<file path="src/design/assert_macros.svh">
// Assertion macros used by the top level of the join engine RTL.
// No dependencies; ASSERT_OFF turns every check into nothing.
`ifndef ASSERT_MACROS_SVH
`define ASSERT_MACROS_SVH
`ifndef ASSERT_OFF
`define ASSERT_ALWAYS(lbl, clk, rstn, expr) \
    lbl: assert property (@(posedge clk) disable iff (!rstn) (expr)) \
        else $error("assertion failed");
`define ASSERT_NEXT(lbl, clk, rstn, ante, cons) \
    lbl: assert property (@(posedge clk) disable iff (!rstn) (ante) |=> (cons)) \
        else $error("assertion failed");
`else
`define ASSERT_ALWAYS(lbl, clk, rstn, expr)
`define ASSERT_NEXT(lbl, clk, rstn, ante, cons)
`endif
`endif

</file>
<file path="src/design/nlej_pkg.sv">
// Package of the nested loop equi-join engine: widths, codes and item types.
// No dependencies; used by every module of the block.
`timescale 1ns / 1ps
package nlej_pkg;

    localparam int TABLE_DEPTH_DEF = 64;
    localparam int QUEUE_DEPTH = 2;
    localparam int KEY_W = 32;
    localparam int PL_W = 32;
    localparam int KIND_W = 2;
    localparam int IN_DATA_W = KEY_W + PL_W;
    localparam int OUT_DATA_W = KEY_W + 2 * PL_W;

    localparam logic OP_LOAD = 1'b0;
    localparam logic OP_PROBE = 1'b1;

    localparam logic [KIND_W-1:0] KIND_STORED = 2'd0;
    localparam logic [KIND_W-1:0] KIND_FULL = 2'd1;
    localparam logic [KIND_W-1:0] KIND_MATCH = 2'd2;
    localparam logic [KIND_W-1:0] KIND_NOMATCH = 2'd3;

    typedef struct packed {
        logic                    is_probe;
        logic signed [KEY_W-1:0] key;
        logic [PL_W-1:0]         payload;
    } nlej_item_t;

    typedef struct packed {
        logic [KIND_W-1:0]       kind;
        logic signed [KEY_W-1:0] key;
        logic [PL_W-1:0]         probe_pl;
        logic [PL_W-1:0]         build_pl;
        logic                    last;
    } nlej_result_t;

endpackage

</file>
<file path="src/design/nlej_front.sv">
// Front end of the join engine: takes input beats, classifies them as load
// or probe and keeps them in a short queue for the back end. Uses nlej_pkg.
`timescale 1ns / 1ps
module nlej_front
    import nlej_pkg::*;
(
    input  logic                 clk,
    input  logic                 rst_n,
    input  logic                 s_axis_tvalid,
    output logic                 s_axis_tready,
    input  logic [IN_DATA_W-1:0] s_axis_tdata,  // key, payload
    input  logic                 s_axis_tuser,  // op
    output nlej_item_t           q_item,
    output logic                 q_valid,
    input  logic                 q_ready
);

    localparam int QW = (QUEUE_DEPTH > 1) ? $clog2(QUEUE_DEPTH) : 1;
    localparam int FW = $clog2(QUEUE_DEPTH + 1);

    nlej_item_t        item_mem_reg [QUEUE_DEPTH];
    logic [QW-1:0]     wr_ptr_reg, wr_ptr_next;
    logic [QW-1:0]     rd_ptr_reg, rd_ptr_next;
    logic [FW-1:0]     fill_reg, fill_next;
    nlej_item_t        in_item;
    logic              push;
    logic              pop;

    always_comb
    begin
        in_item.is_probe = (s_axis_tuser == OP_PROBE);
        in_item.key = s_axis_tdata[KEY_W-1:0];
        in_item.payload = s_axis_tdata[IN_DATA_W-1:KEY_W];
    end

    assign s_axis_tready = (fill_reg != FW'(QUEUE_DEPTH));
    assign q_valid = (fill_reg != '0);
    assign q_item = item_mem_reg[rd_ptr_reg];
    assign push = s_axis_tvalid && s_axis_tready;
    assign pop = q_valid && q_ready;

    always_comb
    begin
        wr_ptr_next = push ? wr_ptr_reg + 1'b1 : wr_ptr_reg;
        rd_ptr_next = pop ? rd_ptr_reg + 1'b1 : rd_ptr_reg;
        fill_next = fill_reg;
        if (push && !pop)
        begin
            fill_next = fill_reg + 1'b1;
        end
        else if (pop && !push)
        begin
            fill_next = fill_reg - 1'b1;
        end
    end

    always_ff @(posedge clk or negedge rst_n)
    begin
        if (!rst_n)
        begin
            wr_ptr_reg <= '0;
            rd_ptr_reg <= '0;
            fill_reg <= '0;
        end
        else
        begin
            wr_ptr_reg <= wr_ptr_next;
            rd_ptr_reg <= rd_ptr_next;
            fill_reg <= fill_next;
        end
    end

    always_ff @(posedge clk)
    begin
        if (push)
        begin
            item_mem_reg[wr_ptr_reg] <= in_item;
        end
    end

endmodule

</file>
<file path="config.mk">
export PLATFORM = sky130hd
export DESIGN_NAME = nlej_front
export DESIGN_NICKNAME = d
export VERILOG_FILES = /design/src/design/assert_macros.svh /design/src/design/nlej_pkg.sv /design/src/design/nlej_front.sv
export SDC_FILE = /design/constraint.sdc
export NUM_CORES = 1
export LEC_CHECK = 0
export BUFFER_PORTS_ARGS = -buffer_cell sky130_fd_sc_hd__buf_2
export CORE_ASPECT_RATIO = 0.7
export CORE_MARGIN = 1.5
export CORE_UTILIZATION = 56
export DETAILED_ROUTE_END_ITERATION = 8
export GPL_TIMING_DRIVEN = 0
export HOLD_SLACK_MARGIN = 0.06
export PLACE_DENSITY = 0.82
export SLEW_MARGIN = 10
export SYNTH_ARGS = -nofsm -noshare
export SYNTH_HDL_FRONTEND = slang
export SYNTH_SLANG_ARGS = --single-unit
</file>
<file path="constraint.sdc">
create_clock -name clk -period 8.4 [get_ports clk]
set_input_delay 0.42 -clock clk [delete_from_list [all_inputs] [get_ports clk]]
set_output_delay 0.42 -clock clk [all_outputs]
set_load 0.05 [all_outputs]
</file>
[Word-level counts from Yosys, hierarchy flattened]
Memories as Yosys holds them, arrays and structs flattened.
Index checks and enable logic that the tools add are counted.
Storage, ports and cells
  register bits: 4
  bits in writable memories: 130
  bits of input ports: 69
  memories: 1
Memories
  item_mem_reg: depth 2, bits a word 65, rd ports 1, clocked after memory_dff 0, wr ports 1, line nlej_front.sv:21  | nlej_item_t item_mem_reg [QUEUE_DEPTH];
Cells by class
  add/subtract/negate cells: 4
  equality and inequality tests: 1
  muxes and demuxes: 4
  reductions and logical operators: 8
Operators with widths (number)
  1-bit logical AND: 4
  2-bit 2-to-1 mux: 2
  2-bit nonzero test: 2
  1-bit adder, second input constant: 2
  2-bit by 1-bit adder with 2-bit output, second input constant: 1
  1-bit logical NOT: 2
  1-bit 2-to-1 mux: 2
  2-bit inequality test, second input constant: 1
  2-bit by 1-bit subtractor with 2-bit output, second input constant: 1

[Logic depth before layout (Yosys ltp)]
  depth in word-level cells: 6
  mapped depth: 7
  depth with buffers taken out: 7

[Least setup slack after synthesis]
No wires, ideal clock.
  kind: register to register
  start: reg fill_reg[0]
  end: mem item_mem_reg[0][0] in the netlist's numbering, enable pin
  setup time: 0.489 ns
  arrival time: 3.788 ns
  data required time: 7.911 ns
  slack: 4.124 ns
  cell stages (with the launch flop): 4
  path buffers: 0
  period minus slack after synthesis: 4.276 ns
  path through: dfrtp_1 nand2b_1 nand2_1 nor2_1
On the way
  word-level cells in the longest chain between the ends: 4
RTL lines
  start: declaration: line nlej_front.sv:24  | logic [FW-1:0] fill_reg, fill_next;
  start signal: assignment: line nlej_front.sv:69  | fill_reg <= fill_next;
  2-bit inequality test: line nlej_front.sv:36  | assign s_axis_tready = (fill_reg != FW'(QUEUE_DEPTH));
  net s_axis_tready: line nlej_front.sv:10  | output logic s_axis_tready,
  1-bit logical AND: line nlej_front.sv:39  | assign push = s_axis_tvalid && s_axis_tready;
  1-bit 2-to-1 mux: line nlej_front.sv:75  | if (push)
  1-bit 2-to-1 mux (not written as such): line nlej_front.sv:77  | item_mem_reg[wr_ptr_reg] <= in_item;
  end: declaration: line nlej_front.sv:21
The timed path passes the listed nets, and every way through them passes these cells.

==> flow_metrics.tcl <==
set metrics [dict create \
    cts_tree "yes" \
    rrSetupSlack_ps 6500 \
    slowest_stage "dfrtp_1" \
    dr.pass1.iters 4 \
    design.die.area_um2 9598 \
    worstSkewPairLatency_ps 400 \
    r2r.worst_path.cells 5 \
    power_density_nw_per_um2 428.7 \
    relSlewSlack 0.7135 \
    cp.arrival_ps 1710 \
    synth_top_family_by_area "multiplexers" \
    track_usage 0.1879 \
    worst-path-buf-inv 3 \
    finish.utilization 0.7552 \
    p_leak_nw 2.580 \
    period_share 0.2532 \
    syn_nets 290 \
    multiInputGateArea_um2 984.7 \
    nNetsFinal 448 \
    cp_cell_sequence "buf_6, buf_6, mux2_4, buf_2" \
    cp_max_fo 10 \
    crit_path_end "q_item[13]" \
    dp_slack_ps 6471 \
    instances_no_fill 510 \
    drt_iter0_markers 102 \
    num_rows 28 \
    seq_area_um2 4004 \
    max_cap_violations 0 \
    vias 2539 \
    status "completed" \
    grt_pass1_wl_mm 12.68 \
    synthMuxAreaShare 0.1748 \
    routed_via_density 4.978 \
    fmax_ghz 0.4702 \
    grt_pass1_vias 2654 \
    yosysWarningCount 0 \
    antenna_found_initial 1 \
    cts_buffer_depth 2 \
    cp.depth 4 \
    synth.cell_area_um2 5046 \
    hold_path_startpoint "s_axis_tdata[63]" \
    cts_root_buf "clkbuf_16" \
    cts_htree_levels 4 \
    routabilityCongestion 0.6847 \
    final.setup_skew_ps 7.985 \
    tightest_slew_ps 428.8 \
    start_util 0.5879 \
    grt_overflow 0 \
    drtAntennaViolNets 0 \
    drv_slew 0 \
    dp.cells 478 \
    setup_ws_ps 6273 \
    power.total_w 0.002779 \
    startpoint "rd_ptr_reg$_DFFE_PN0P_" \
    cts_buffers 17 \
    post_drt_wl_per_cell_um 16.97 \
    port_buffers 135 \
    r2r-start "fill_reg[0]$_DFFE_PN0P_" \
    syn_to_final_growth_pct 28.47 \
    path_class "flop to output port" \
    final_hold_viol_count 0 \
    rsz0062_at_grt "no" \
    end_kind "output port" \
    drt_drc_violations_left 0 \
    ioPinCount 136 \
    yosys.area_share.adder 0.002480 \
    post_cts_buffers 0 \
    core_area_um2 8583 \
    synth-seq-cells 134 \
    grt_max_degree 49 \
    yosys.area_share.simple 0.006695 \
    setup_viol 0 \
    period_minus_slack_ps 2127 \
    synth.avg_cell_area_um2 22.94 \
    cts.sinks 134 \
    diodes 0 \
    syn_inst 220 \
    die_h_um 82.42 \
    finalWirelength_mm 8.653 \
    ys_seq_area_frac 0.7935 \
    r2r-end "item_mem_reg[0][11]$_DFFE_PP_" \
    min_path_type "input pin to flop" \
    setup-tns-final_ps 0 \
    dp_hpwl_mm 5.701 \
    cp.required_ps 7980 \
    synth_cell_type_count 15 \
    drive_above_1_share 0.6103 \
    cpMostUsedCell "buf_6" \
    clk_pin_slew_ps 50 \
    synth-xor-area-share 0.008678 \
    fillers 522 \
    critPathTopFamily "buffers and inverters" \
    synth_compound_area_frac 0 \
    die_x_um 116.5 \
    cp-start-kind "flop" \
    largest_reg_flops 130 \
    cpPeakStageDelay_ps 370 \
    ir_drop_mv 0.2622 \
]
worst reg2reg max path, stage by stage (launching register included):
cell and delay (ps):
dfrtp_1 400, nand2b_1 180, nand2_1 150, nor2_4 370
buf_12 250, buf_12 220
placed cells by master, fill, tap and decap left out, drive strengths merged:
master       instances
and3                 1
buf                145
bufinv               1
clkbuf              18
clkinv               9
clkinvlp             3
dfrtp                4
dlygate4sd3          1
edfxtp             130
ha                   1
inv                  1
mux2                65
nand2                2
nand2b               1
nor2                 2
or2                  1
xnor2                3
xor2                 2
kinds of logic after synthesis:
family,Yosys count
mux,65
xor+xnor,5
flops,134
fa+ha+maj,1
simple gates,7
buf+inv,8
routing by layer:
| metal | global-route usage | vias to the layer above | routed length, um |
|---|---|---|---|
| met5 | 0 | - | 12 |
| met4 | 0.08293 | 2 | 70 |
| met3 | 0.08467 | 11 | 828 |
| met2 | 0.3041 | 99 | 4205 |
| met1 | 0.2203 | 1236 | 3535 |
| li1 | - | 1191 | - |
through the flow:
stage / instance area [um^2] / hold slack [ps]
finish: 6482 / 205.2
global route: 6482 / 186.4
CTS: 6482 / 191.1
detailed placement: 5952 / 231.1
global placement: 5872 / 227.0
floorplan: 5046 / 124.4
repair_timing:
action | 4_1_cts | 5_1_grt
resized for setup | 0 | 0
hold buffers | 1 | 0
endpoints found under the hold margin | 4 | 0
how the worst min path moves through the flow:
| stage | end | slack, ps | cells after the start |
|---|---|---|---|
| 2_1_floorplan | fill_reg[0]$_DFFE_PN0P_ | 120 | 0 |
| 3_3_place_gp | rd_ptr_reg$_DFFE_PN0P_ | 230 | 1 |
| 3_5_place_dp | fill_reg[0]$_DFFE_PN0P_ | 230 | 1 |
| 4_1_cts | item_mem_reg[1][1]$_DFFE_PP_ | 190 | 1 |
| 5_1_grt | item_mem_reg[1][20]$_DFFE_PP_ | 190 | 1 |
| 6_report | item_mem_reg[0][31]$_DFFE_PP_ | 210 | 1 |
synthesized netlist by cell type:
| cell | count | area [um^2] |
|---|---|---|
| mux2_2 | 25 | 281.5 |
| nand2b_1 | 1 | 6.260 |
| edfxtp_1 | 130 | 3904 |
| inv_1 | 1 | 3.750 |
| nand2_1 | 2 | 7.510 |
| nor2_1 | 2 | 7.510 |
| or2_2 | 1 | 6.260 |
| buf_6 | 5 | 56.30 |
| and3_1 | 1 | 6.260 |
| buf_2 | 2 | 10.01 |
| xnor2_1 | 3 | 26.28 |
| ha_1 | 1 | 12.51 |
| xor2_1 | 2 | 17.52 |
| dfrtp_1 | 4 | 100.1 |
| mux2_4 | 40 | 600.6 |
final cells by class:
type                       count  area share
buffer                         7     0.01023
clock buffer                  18     0.06620
multi-input combinational     78      0.1519
timing repair buffer         139      0.1162
tap                          120     0.02316
inverter                       1   0.0005790
sequential                   134      0.6176
clock inverter                13     0.01409
power breakdown:
| group | switching [W] | internal (W) |
|---|---|---|
| combinational | 0.000804 | 0.000374 |
| clock | 0.000247 | 0.000396 |
| sequential | 0.0000426 | 0.000915 |
| total | 0.00109 | 0.00169 |
No activity file was read; power rests on OpenSTA's default activity.
